## config.mk

```make
export PLATFORM = sky130hd
export DESIGN_NAME = cron_schedule_parse_and_match
export DESIGN_NICKNAME = d
export VERILOG_FILES = /design/src/csp_pkg.sv /design/src/csp_queue.sv /design/src/csp_engine.sv /design/src/cron_schedule_parse_and_match.sv
export SDC_FILE = /design/constraint.sdc
export NUM_CORES = 1
export LEC_CHECK = 0
export BUFFER_PORTS_ARGS = -buffer_cell sky130_fd_sc_hd__buf_2
export CAP_MARGIN = 30
export CORE_ASPECT_RATIO = 0.5
export CORE_MARGIN = 8
export CORE_UTILIZATION = 43
export CTS_CLUSTER_DIAMETER = 60
export DETAILED_ROUTE_END_ITERATION = 12
export GPL_TIMING_DRIVEN = 0
export HOLD_SLACK_MARGIN = 0.05
export PLACE_DENSITY_LB_ADDON = 0.1
export SLEW_MARGIN = 0
export SYNTH_ARGS = -nofsm -noshare
export SYNTH_HDL_FRONTEND = slang
export SYNTH_SLANG_ARGS = --single-unit
```

## constraint.sdc

```tcl
create_clock -name i_clk -period 5.1 [get_ports i_clk]
set_input_delay 0.51 -clock i_clk [delete_from_list [all_inputs] [get_ports i_clk]]
set_output_delay 0.51 -clock i_clk [all_outputs]
set_load 0.02 [all_outputs]
```

## src/csp_pkg.sv

```systemverilog
// Shared types, codes and field limits for the cron schedule matcher.
package csp_pkg;

    typedef enum logic [1:0] {
        ACT_CLEAR = 2'd0,
        ACT_CHAR  = 2'd1,
        ACT_CHECK = 2'd2,
        ACT_NONE  = 2'd3
    } t_action;

    typedef enum logic [2:0] {
        PH_IDLE   = 3'd0,
        PH_START  = 3'd1,
        PH_HIGH   = 3'd2,
        PH_STEP   = 3'd3,
        PH_FIELD  = 3'd4,
        PH_CLOSED = 3'd5
    } t_phase;

    localparam int QDEPTH = 2;

    typedef struct packed {
        logic [1:0] action;
        logic [7:0] char_code;
        logic [5:0] minute;
        logic [4:0] hour;
        logic [4:0] day_of_month;
        logic [3:0] month;
        logic [2:0] weekday;
    } t_item;

    typedef struct packed {
        logic       due;
        logic [2:0] fields_parsed;
    } t_result;

    function automatic logic [6:0] field_lo(input logic [2:0] f);
        case (f)
            3'd2, 3'd3: field_lo = 7'd1;
            default:    field_lo = 7'd0;
        endcase
    endfunction

    function automatic logic [6:0] field_hi(input logic [2:0] f);
        case (f)
            3'd0:    field_hi = 7'd59;
            3'd1:    field_hi = 7'd23;
            3'd2:    field_hi = 7'd31;
            3'd3:    field_hi = 7'd12;
            default: field_hi = 7'd6;
        endcase
    endfunction

endpackage

```

## src/csp_queue.sv

```systemverilog
// Two-entry queue of accepted words between the front and the back.
module csp_queue (
    input  logic            i_clk,
    input  logic            i_rst_n,
    input  logic            i_push,
    input  csp_pkg::t_item  i_data,
    output logic            o_full,
    input  logic            i_pop,
    output logic            o_empty,
    output csp_pkg::t_item  o_data
);
    import csp_pkg::*;

    t_item      r_mem [QDEPTH];
    logic       r_wp, r_rp;
    logic [1:0] r_cnt;

    assign o_full  = (r_cnt == 2'(QDEPTH));
    assign o_empty = (r_cnt == 2'd0);
    assign o_data  = r_mem[r_rp];

    always_ff @(posedge i_clk) begin
        if (!i_rst_n) begin
            r_wp  <= 1'b0;
            r_rp  <= 1'b0;
            r_cnt <= 2'd0;
        end else begin
            if (i_push && !o_full) begin
                r_mem[r_wp] <= i_data;
                r_wp        <= ~r_wp;
            end
            if (i_pop && !o_empty) r_rp <= ~r_rp;
            r_cnt <= r_cnt + 2'(i_push && !o_full) - 2'(i_pop && !o_empty);
        end
    end
endmodule

```

## src/csp_engine.sv

```systemverilog
// Parser and matcher: classifies each word, walks mask fills one bit a cycle.
module csp_engine (
    input  logic              i_clk,
    input  logic              i_rst_n,
    input  logic              i_valid,
    input  csp_pkg::t_item    i_item,
    output logic              o_take,
    output logic              o_res_valid,
    output csp_pkg::t_result  o_res,
    input  logic              i_res_pop
);
    import csp_pkg::*;

    logic [59:0] r_min_mask;
    logic [23:0] r_hr_mask;
    logic [31:0] r_day_mask;
    logic [12:0] r_mon_mask;
    logic [6:0]  r_wd_mask;
    logic [2:0]  r_fidx;
    logic [6:0]  r_lo, r_hi, r_acc;
    t_phase      r_ph;
    logic        r_have, r_stepd, r_abort;

    // fill walker
    logic        r_fill;
    logic [2:0]  r_ff;
    logic [6:0]  r_fx, r_fhi, r_fstr;
    // one-entry result register
    logic        r_rv;
    t_result     r_res;

    // pending follow-up fill, started after the walker finishes
    logic        r_pend;
    logic [6:0]  r_plo, r_phi;
    logic [2:0]  r_pf;

    logic        n_fill;
    logic [2:0]  n_ff;
    logic [6:0]  n_fx, n_fhi, n_fstr;
    logic        n_pend;
    logic [6:0]  n_plo, n_phi;
    logic [2:0]  n_pf;
    logic [2:0]  n_fidx;
    logic [6:0]  n_lo, n_hi, n_acc;
    t_phase      n_ph;
    logic        n_have, n_stepd, n_abort;
    logic        n_due;
    logic [10:0] v_mul;
    logic [7:0]  c;
    logic        is_digit;

    // take a new word when no fill is pending or running and the result slot is free or being read this cycle
    assign o_take      = i_valid && !r_fill && !r_pend && (!r_rv || i_res_pop);
    assign o_res_valid = r_rv;
    assign o_res       = r_res;

    // check that a fill of [lo,hi] may start: element seen, valid field, lo <= hi, within the field limits
    function automatic logic fill_ok(input logic [2:0] f, input logic [6:0] lo,
                                     input logic [6:0] hi, input logic have);
        fill_ok = have && (f <= 3'd4) && (lo >= field_lo(f)) && (hi <= field_hi(f))
                  && (lo <= hi);
    endfunction

    always_comb begin
        n_fill = r_fill; n_ff = r_ff; n_fx = r_fx; n_fhi = r_fhi; n_fstr = r_fstr;
        n_pend = r_pend; n_plo = r_plo; n_phi = r_phi; n_pf = r_pf;
        n_fidx = r_fidx; n_lo = r_lo; n_hi = r_hi; n_acc = r_acc; n_ph = r_ph;
        n_have = r_have; n_stepd = r_stepd; n_abort = r_abort;
        n_due = 1'b0;
        c = i_item.char_code;
        is_digit = (c >= 8'd48) && (c <= 8'd57);
        v_mul = 11'(r_acc) * 11'd10 + 11'(c - 8'd48);

        if (r_fill) begin
            if (8'(r_fx) + 8'(r_fstr) > 8'(r_fhi)) n_fill = 1'b0;
            else n_fx = r_fx + r_fstr;
        end else if (r_pend) begin
            n_pend = 1'b0;
            if (fill_ok(r_pf, r_plo, r_phi, 1'b1)) begin
                n_fill = 1'b1; n_ff = r_pf; n_fx = r_plo; n_fhi = r_phi; n_fstr = 7'd1;
            end
        end else if (o_take) begin
            case (i_item.action)
                ACT_CLEAR: begin
                    n_fidx = '0; n_lo = '0; n_hi = '0; n_acc = '0; n_ph = PH_IDLE;
                    n_have = 1'b0; n_stepd = 1'b0; n_abort = 1'b0;
                end
                ACT_CHECK: begin
                    n_due = r_min_mask[i_item.minute] && r_hr_mask[i_item.hour]
                            && r_day_mask[i_item.day_of_month]
                            && r_mon_mask[i_item.month] && r_wd_mask[i_item.weekday];
                    if (i_item.minute > 6'd59 || i_item.hour > 5'd23
                        || i_item.month > 4'd12 || i_item.weekday > 3'd6)
                        n_due = 1'b0;
                end
                ACT_CHAR: begin
                    if (r_ph == PH_CLOSED) begin
                        n_ph = r_ph;
                    end else if (r_fidx >= 3'd5) begin
                        if (c == 8'd10) n_ph = PH_CLOSED;
                    end else if (c == 8'd32 || c == 8'd10) begin
                        if (r_ph != PH_IDLE) begin
                            if (!r_abort) begin
                                // finish pending number, then element fill
                                logic [6:0] lo, hi;
                                logic       hv, st;
                                lo = r_lo; hi = r_hi; hv = r_have; st = r_stepd;
                                if (r_ph == PH_START) begin
                                    lo = r_acc; hi = r_acc; hv = 1'b1;
                                end else if (r_ph == PH_HIGH) begin
                                    hi = r_acc;
                                    if (r_acc < r_lo) begin lo = r_acc; hi = r_lo; end
                                end else if (r_ph == PH_STEP) begin
                                    st = 1'b1;
                                    if (fill_ok(r_fidx, lo, hi, hv)) begin
                                        n_fill = 1'b1; n_ff = r_fidx; n_fx = lo;
                                        n_fhi = hi;
                                        n_fstr = (r_acc == 7'd0) ? 7'd1 : r_acc;
                                    end
                                end
                                if (!st && fill_ok(r_fidx, lo, hi, hv)) begin
                                    n_fill = 1'b1; n_ff = r_fidx; n_fx = lo; n_fhi = hi;
                                    n_fstr = 7'd1;
                                end
                                n_lo = lo; n_hi = hi;
                            end
                            n_fidx = r_fidx + 3'd1;
                            n_ph = PH_IDLE; n_have = 1'b0; n_stepd = 1'b0;
                            n_abort = 1'b0; n_acc = '0;
                        end
                        if (c == 8'd10) n_ph = PH_CLOSED;
                    end else begin
                        t_phase ph;
                        logic [6:0] lo, hi;
                        logic       hv, st;
                        ph = (r_ph == PH_IDLE) ? PH_FIELD : r_ph;
                        lo = r_lo; hi = r_hi; hv = r_have; st = r_stepd;
                        n_ph = ph;
                        if (!r_abort) begin
                            if (is_digit) begin
                                if (ph == PH_FIELD) begin
                                    n_ph = PH_START; n_acc = 7'(c - 8'd48);
                                end else begin
                                    n_acc = (v_mul > 11'd127) ? 7'd127 : v_mul[6:0];
                                end
                            end else begin
                                if (ph == PH_START) begin
                                    lo = r_acc; hi = r_acc; hv = 1'b1;
                                end else if (ph == PH_HIGH) begin
                                    hi = r_acc;
                                    if (r_acc < r_lo) begin lo = r_acc; hi = r_lo; end
                                end else if (ph == PH_STEP) begin
                                    st = 1'b1;
                                    if (fill_ok(r_fidx, lo, hi, hv)) begin
                                        n_fill = 1'b1; n_ff = r_fidx; n_fx = lo;
                                        n_fhi = hi;
                                        n_fstr = (r_acc == 7'd0) ? 7'd1 : r_acc;
                                    end
                                end
                                if (ph == PH_START || ph == PH_HIGH || ph == PH_STEP)
                                    ph = PH_FIELD;
                                n_ph = ph;
                                if (c == 8'd42) begin
                                    lo = field_lo(r_fidx); hi = field_hi(r_fidx);
                                    hv = 1'b1;
                                end else if (c == 8'd45) begin
                                    if (!hv) n_abort = 1'b1;
                                    else begin n_ph = PH_HIGH; n_acc = '0; end
                                end else if (c == 8'd47) begin
                                    n_ph = PH_STEP; n_acc = '0;
                                end else if (c == 8'd44) begin
                                    if (!st && fill_ok(r_fidx, lo, hi, hv)) begin
                                        // step fill already running means st set
                                        n_fill = 1'b1; n_ff = r_fidx; n_fx = lo;
                                        n_fhi = hi; n_fstr = 7'd1;
                                    end
                                    hv = 1'b0; st = 1'b0;
                                end
                                n_lo = lo; n_hi = hi; n_have = hv; n_stepd = st;
                            end
                        end
                    end
                end
                default: ;
            endcase
        end
    end

    always_ff @(posedge i_clk) begin
        if (!i_rst_n) begin
            r_min_mask <= '0; r_hr_mask <= '0; r_day_mask <= '0;
            r_mon_mask <= '0; r_wd_mask <= '0;
            r_fidx <= '0; r_lo <= '0; r_hi <= '0; r_acc <= '0; r_ph <= PH_IDLE;
            r_have <= 1'b0; r_stepd <= 1'b0; r_abort <= 1'b0;
            r_fill <= 1'b0; r_pend <= 1'b0; r_rv <= 1'b0;
            r_ff <= '0; r_fx <= '0; r_fhi <= '0; r_fstr <= 7'd1;
            r_plo <= '0; r_phi <= '0; r_pf <= '0;
        end else begin
            r_fill <= n_fill; r_ff <= n_ff; r_fx <= n_fx; r_fhi <= n_fhi;
            r_fstr <= n_fstr; r_pend <= n_pend; r_plo <= n_plo; r_phi <= n_phi;
            r_pf <= n_pf;
            r_fidx <= n_fidx; r_lo <= n_lo; r_hi <= n_hi; r_acc <= n_acc;
            r_ph <= n_ph; r_have <= n_have; r_stepd <= n_stepd; r_abort <= n_abort;
            // mark one bit of the walk per cycle
            if (r_fill) begin
                case (r_ff)
                    3'd0: r_min_mask[r_fx[5:0]] <= 1'b1;
                    3'd1: r_hr_mask[r_fx[4:0]]  <= 1'b1;
                    3'd2: r_day_mask[r_fx[4:0]] <= 1'b1;
                    3'd3: r_mon_mask[r_fx[3:0]] <= 1'b1;
                    default: r_wd_mask[r_fx[2:0]] <= 1'b1;
                endcase
            end
            if (o_take && i_item.action == ACT_CLEAR) begin
                r_min_mask <= '0; r_hr_mask <= '0; r_day_mask <= '0;
                r_mon_mask <= '0; r_wd_mask <= '0;
            end
            if (o_take) begin
                r_rv  <= 1'b1;
                r_res <= '{due: n_due, fields_parsed: n_fidx};
            end else if (i_res_pop) begin
                r_rv <= 1'b0;
            end
        end
    end
endmodule

```

## src/cron_schedule_parse_and_match.sv

```systemverilog
// Cron line parser and time matcher, top level.
//
// Words enter through a queue port: raise push while full is low.
// Action 0 clears the masks, action 1 feeds one character of the cron
// line, action 2 checks a time. Every word gives one result word, read
// through empty/pop in order; o_due and o_fields_parsed show the
// oldest result while empty is low.
// A word waits in a two-entry queue, then the engine handles it.
// A character that closes an element walks the mask one bit a cycle,
// during which the engine takes no new word.
// The result sits in a one-entry output register; a word passes the
// queue and then that register before its result is on the ports.
// With pop held high, one word a cycle flows when no walk is running.
// While the receiver holds pop low the engine stops after one result,
// and the input queue fills, then full rises.
// Synchronous reset clears all masks, the parse state, the input queue and the result register.
module cron_schedule_parse_and_match (
    input  logic       i_clk,
    input  logic       i_rst_n,
    input  logic       push,
    output logic       full,
    input  logic [1:0] i_action,
    input  logic [7:0] i_char_code,
    input  logic [5:0] i_minute,
    input  logic [4:0] i_hour,
    input  logic [4:0] i_day_of_month,
    input  logic [3:0] i_month,
    input  logic [2:0] i_weekday,
    output logic       empty,
    input  logic       pop,
    output logic       o_due,
    output logic [2:0] o_fields_parsed
);
    import csp_pkg::*;

    t_item   w_in, w_q;
    t_result w_res;
    logic    w_qempty, w_take, w_rv;

    assign w_in = '{action: i_action, char_code: i_char_code, minute: i_minute,
                    hour: i_hour, day_of_month: i_day_of_month, month: i_month,
                    weekday: i_weekday};

    csp_queue u_queue (
        .i_clk, .i_rst_n, .i_push(push), .i_data(w_in), .o_full(full),
        .i_pop(w_take), .o_empty(w_qempty), .o_data(w_q)
    );

    csp_engine u_engine (
        .i_clk, .i_rst_n, .i_valid(!w_qempty), .i_item(w_q), .o_take(w_take),
        .o_res_valid(w_rv), .o_res(w_res), .i_res_pop(pop)
    );

    assign empty           = !w_rv;
    assign o_due           = w_res.due;
    assign o_fields_parsed = w_res.fields_parsed;
endmodule

```

* Yosys cells after proc, flatten, opt, wreduce, memory -nomap -nowiden
Memory sizes are Yosys's and may differ from the RTL's. A register that Yosys moved wholly into a read port is not among the register bits.
Index checks and enable logic that the tools add are counted.
** Word-level totals
- Flip-flop bits (word level) :: 200
- RAM bits :: 66
- Output and inout bits :: 6
- Memories :: 1
** Operators by class
- Add/sub/neg operators :: 8
- $mul :: 1
- $lt $le $gt $ge :: 35
- Eq/ne operators :: 50
- Mux-type cells :: 397
- Bitwise gates (word level) :: 14
- Reduce and logical (&&, ||, !) cells :: 72
** Memories
- u_queue.r_mem :: words 2, width 33, rd ports 1, clocked after memory_dff 1, wr ports 1, line csp_queue.sv:14 : t_item r_mem [QDEPTH];
** Operator list (count)
- $mux 7 :: 226
- $mux 3 :: 44
- $mux 1 :: 109
- $or 60x60->60 :: 1
- $le 7x7->1 :: 7
- $pmux 7 s2 :: 3
- $eq 8x6->1 const B :: 5
- $or 32x32->32 :: 1
- $logic_and 1x1->1 :: 31
- $ge 7x7->1 :: 4
- $eq 3x2->1 const B :: 8
- $ne 3x3->1 const B :: 8
- $or 24x24->24 :: 1
- $pmux 6 s4 :: 1
- $reduce_and 12->1 :: 2
- $lt 5x6->1 const B :: 3
- $ne 4x3->1 const B :: 4
- $reduce_and 8->1 :: 2
- $lt 6x7->1 const B :: 2
- $ne 2x2->1 const B :: 7
- $or 13x13->13 :: 1
- $eq 3x1->1 const B :: 4
- $pmux 3 s2 :: 2
- $reduce_and 2->1 :: 6
- other kinds (59) :: 95

* Logic depth before layout (Yosys ltp)
- Word-level depth :: 35
- Mapped depth :: 21

* Modules after synthesis
A second synthesis with hierarchy kept.
** Second synthesis, totals
- Cells, all modules :: 1522
- Area total of the unflattened synthesis :: 14501.4 µm²
** Modules (own cells, without submodules)
- csp_engine :: times used 1, cells each 1391, area each 11718.7 µm², sequential area each 3963.8 µm²
- csp_queue :: times used 1, cells each 129, area each 2775.2 µm², sequential area each 2082.0 µm²
- cron_schedule_parse_and_match :: times used 1, cells each 2, area each 7.5 µm², sequential area each 0.0 µm²

* Worst setup path after synthesis
OpenSTA, ideal clock, no wires.
- Kind :: reg-to-reg
- Start :: register u_engine.r_lo[4]
- End :: register u_engine.r_ff[0]
- Data arrival time :: 4.178 ns
- Data required time :: 5.028 ns
- Setup slack :: 0.851 ns
- Cell stages (with the launch flop) :: 19
- Path buffers :: 1
- Clock period less this slack :: 4.249 ns
- Path through :: dfxtp_1 inv_1 ha_1 a21oi_1 o21ai_1 a221oi_4 mux2i_1 inv_1 ha_1 o21a_1 o31ai_1 a21oi_1 o31ai_1 nand3_1 o211a_1 a2111oi_2 a21o_2 buf_6 mux2i_1
** On the way
- Longest elaborated chain between the ends :: 29
- Elaborated cells between the ends (all ways) :: 90
- Classes of those cells :: order compare: 10; eq/ne: 4; mux: 61; reduce/logical: 15
** RTL lines
- start: declaration :: line csp_engine.sv:20 : logic [6:0] r_lo, r_hi, r_acc;
- start signal: assignment :: line csp_engine.sv:202 : r_fidx <= n_fidx; r_lo <= n_lo; r_hi <= n_hi; r_acc <= n_acc;
- $lt 7x7->1 :: line csp_engine.sv:112, csp_engine.sv:151
- $mux 7 :: line csp_engine.sv:112, csp_engine.sv:151
- $mux 7 :: line csp_engine.sv:149 : end else if (ph == PH_HIGH) begin
- $mux 7 :: line csp_engine.sv:147 : if (ph == PH_START) begin
- $mux 7 :: line csp_engine.sv:140 : if (is_digit) begin
- $mux 7 :: line csp_engine.sv:139 : if (!r_abort) begin
- $mux 7 :: line csp_engine.sv:101 : end else if (c == 8'd32 || c == 8'd10) begin
- $mux 7 :: line csp_engine.sv:99 : end else if (r_fidx >= 3'd5) begin
- (+13 left out)
- $mux 3 :: line csp_engine.sv:163 : if (c == 8'd42) begin
- $mux 3 :: line csp_engine.sv:140
- $mux 3 :: line csp_engine.sv:139
- $mux 3 :: line csp_engine.sv:101
- $mux 3 :: line csp_engine.sv:99
- $mux 3 :: line csp_engine.sv:97 : if (r_ph == PH_CLOSED) begin
- $mux 3 :: line csp_engine.sv:83 : case (i_item.action)
- $mux 3 :: line csp_engine.sv:82 : end else if (o_take) begin
- end signal: assignment :: line csp_engine.sv:199 : r_fill <= n_fill; r_ff <= n_ff; r_fx <= n_fx; r_fhi <= n_fhi;
- end: declaration :: line csp_engine.sv:26 : logic [2:0] r_ff;
Parallel ways exist; a longest one is shown, timed or not. The select of a mux whose other input is x is not followed.
A chain may end at the register's enable or synchronous reset.

* Worst setup path after layout
- Start :: register u_engine.r_lo[5]
- End :: register u_engine.r_ff[2]
Same word-level chain as after synthesis.

==> impl_metrics.json <==
{
  "ys_ff_latch": 267,
  "hold_depth": 1,
  "syn-num-nets": 1652,
  "num_rows": 47,
  "netlist_instances": 1526,
  "initial_core_util_pct": 43.33,
  "worstHoldStart": "i_minute[2]",
  "crit_required_ns": 5.59,
  "cts_tree": "built",
  "reg2reg_slack_ns": 0.19,
  "fmax_mhz": 203.6,
  "via_per_inst": 5.791,
  "p_leak_uw": 0.006155,
  "path_class": "register to register",
  "dr.first_iter.drc_count": 1051,
  "finalSetupViolCount": 0,
  "layout_common_cells": "232 x nor2_1, 200 x a21oi_1, 191 x dfxtp_1",
  "cp_cell_sequence": "inv_1, ha_1, nand2_1, o21ai_1, a221oi_4, buf_4, mux2i_4, inv_1, ha_1, o21a_1, o31ai_1, a21oi_1, o31ai_2, buf_4, nand3_4, o211a_4, a2111oi_2, a21o_2, buf_6, mux2i_1",
  "vias": 12004,
  "cts.htree.levels": 1,
  "clock_path_buffers": 3,
  "fin_cells": 2073,
  "fin_util_pct": 49.27,
  "synth_top_area_share_pct": 27.73,
  "holdPathEnd": "u_queue.r_mem[1][19]$_DFFE_PP_",
  "hold_buffers": 0,
  "r2r_start": "u_engine.r_lo[5]$_SDFFE_PN0P_",
  "track_usage_pct": 21.30,
  "tightest_slew_ns": 1.039,
  "fin_skew_ns": 0.02153,
  "drv_cap": 0,
  "r2r_cells": 20,
  "min_path_type": "input port to register",
  "slew_viol_final": 0,
  "post-route-min-period_ns": 4.912,
  "grt_pass1_vias": 11835,
  "dp_cells": 2023,
  "antennaDiodeCount": 0,
  "cp_num_buf_inv": 5,
  "cp_slowest_cell": "dfxtp_1",
  "grt_overflow": 0,
  "fillerInstances": 3144,
  "wirelength_mm": 42.72,
  "cts_sinks": 267,
  "nets": 1738,
  "synth.area.top_cells": "dfxtp_1 28%, edfxtp_1 15%, ha_1 7.6%",
  "dr.pass1.iters": 5,
  "holdWs_ns": 0.1270,
  "clock_latency_ns": 0.57,
  "timing.final.crit_share_pct": 96.32,
  "ys_warn_count": 0,
  "cp-end-kind": "register",
  "antenna_left": 0,
  "ir_worst_vdd_mv": 0.2420,
  "ys_seq_area_share_pct": 42.52,
  "synth.avg_cell_area_um2": 9.318,
  "grt_antenna_before_repair": 0,
  "numCtsBuffers": 26,
  "port_buffers": 42,
  "synth_enable_flop_cells": 70,
  "die_w_um": 273.2,
  "synth_cell_types": 82,
  "grt_max_degree": 34,
  "root_buffer": "clkbuf_16",
  "area_delta_synth_final_pct": 13.70,
  "place.gp.congestion": 0.9345,
  "wl_per_cell_um": 20.61,
  "start_kind": "register",
  "fp.dieH_um": 144.6,
  "synth_largest_area_cell": "dfxtp_1",
  "die_area_mm2": 0.03950,
  "drc": 0,
  "final_common_cell": "nor2_1",
  "synth-async-reset-ratio_pct": 0,
  "drive_gt1_share_pct": 12.56,
  "final-hold-violation-count": 0,
  "total_power_uw": 5443,
  "cp.arrival_ns": 5.40,
  "slew_headroom_pct": 30.21,
  "io_pins": 43,
  "outcome": "finished clean",
  "synth_flop_cell": "dfxtp_1",
  "synth_area_mm2": 0.01422,
  "crit_fanout": 10,
  "critical-path-top-delay-family": "compound AO/OA/AOI/OAI gates",
  "clk_pin_slew_ns": 0.06,
  "tns_ns": 0,
  "powerDensity_mw_per_mm2": 336.7,
  "grt_pass1_wl_mm": 66.45,
  "hpwl_mm": 32.51,
  "rr_endpoint": "u_engine.r_ff[2]$_SDFFE_PN0P_",
  "core-area_mm2": 0.03281,
  "max_stage_delay_ns": 0.49
}
-- cells by family after synthesis --
| logic type | after synthesis | synth area share [%] |
|---|---|---|
| AND/OR/NAND/NOR | 503 | 16.07 |
| AO/OA/AOI/OAI | 409 | 17.98 |
| flip-flops | 267 | 42.52 |
| buffers and inverters | 136 | 3.836 |
| multiplexers | 98 | 9.978 |
| adder cells (fa/ha/maj) | 89 | 7.989 |
| XOR/XNOR | 24 | 1.637 |
-- registers in the layout, indices dropped and copies added, names as in the netlist, 4 cells and up, named ones only --
name,count
u_engine.r_fx,7
u_engine.r_fstr,7
u_engine.r_wd_mask,7
u_engine.r_day_mask,32
u_engine.r_acc,7
u_engine.r_fhi,7
u_engine.o_res,4
u_engine.r_hr_mask,24
u_engine.r_hi,7
u_engine.r_min_mask,60
u_engine.r_lo,7
u_engine.r_mon_mask,13
u_queue.r_mem,66
-- metal layers --
| metal | GRT usage (%) | wire length, um | up-vias |
|---|---|---|---|
| li1 | - | - | 5739 |
| met1 | 28.57 | 19530 | 5842 |
| met2 | 35.78 | 19750 | 342 |
| met3 | 3.120 | 2375 | 81 |
| met4 | 5.830 | 1065 | 0 |
| met5 | 0 | 0 | - |
-- worst max path at each step --
| stage | depth (start not counted) | start | slack (ns) | endpoint |
|---|---|---|---|---|
| after global placement | 17 | u_engine.r_lo[6]$_SDFFE_PN0P_ | -0.35 | u_engine.r_fx[2]$_SDFFE_PN0P_ |
| after detailed placement | 18 | u_engine.r_lo[6]$_SDFFE_PN0P_ | -0.48 | u_engine.r_ff[0]$_SDFFE_PN0P_ |
| after global routing | 20 | u_engine.r_lo[5]$_SDFFE_PN0P_ | -0.02 | u_engine.r_ff[2]$_SDFFE_PN0P_ |
| final | 20 | u_engine.r_lo[5]$_SDFFE_PN0P_ | 0.19 | u_engine.r_ff[2]$_SDFFE_PN0P_ |
| after CTS | 19 | u_engine.r_lo[6]$_SDFFE_PN0P_ | 0.02 | u_engine.r_ff[2]$_SDFFE_PN0P_ |
| after floorplan | 18 | u_engine.r_lo[4]$_SDFFE_PN0P_ | 0.85 | u_engine.r_ff[0]$_SDFFE_PN0P_ |
-- stage by stage --
stage                     worst slack (ns)  area, um2
after floorplan                     0.8507      14220
after global placement             -0.3535      14980
after detailed placement           -0.4814      15130
after CTS                          0.01583      16100
after global routing              -0.01577      16170
final                               0.1878      16170
-- cell usage after synthesis, types with 7 or more instances --
cell	number
dfxtp_1	197
and2_1	10
o211ai_1	21
nor4_1	10
nand2_1	90
o31ai_1	18
o21ai_0	41
xnor2_1	16
o21bai_1	7
a211oi_1	19
and3_1	9
nor3b_1	9
mux2_2	7
o21ai_1	10
nor3_1	46
or2_2	8
buf_1	10
mux2i_1	56
nand3_1	29
a21oi_1	201
nor2_1	235
a21o_1	16
mux4_2	34
edfxtp_1	70
nand2b_1	8
a31oi_1	10
clkbuf_1	44
nor2b_1	20
ha_1	86
inv_1	68
nand4_1	12
-- power by group --
part	leakage [uW]	internal [uW]	switching, uW
sequential	0.00223	2250	35.9
clock	0.000458	1240	856
combinational	0.00346	365	697
total	0.00615	3850	1590
-- final cells by class --
class / count / area (um2) / area share (%)
plain buffers: 60 / 260.3 / 1.610
clock buffers: 38 / 757.0 / 4.682
clock inverters: 10 / 181.4 / 1.122
inverters: 73 / 277.8 / 1.718
multi-input cells: 1123 / 7719 / 47.74
flip-flops and latches: 267 / 6053 / 37.44
well taps: 441 / 551.8 / 3.413
repair buffers: 61 / 367.9 / 2.275
-- what timing repair did --
| item | CTS | global route |
|---|---|---|
| endpoints found under the setup margin | 24 | 25 |
| pin swaps | 1 | 2 |
| gates resized for setup | 5 | 19 |
| buffers inserted | 2 | 2 |
Note: power is estimated with default switching activity, not from simulation.
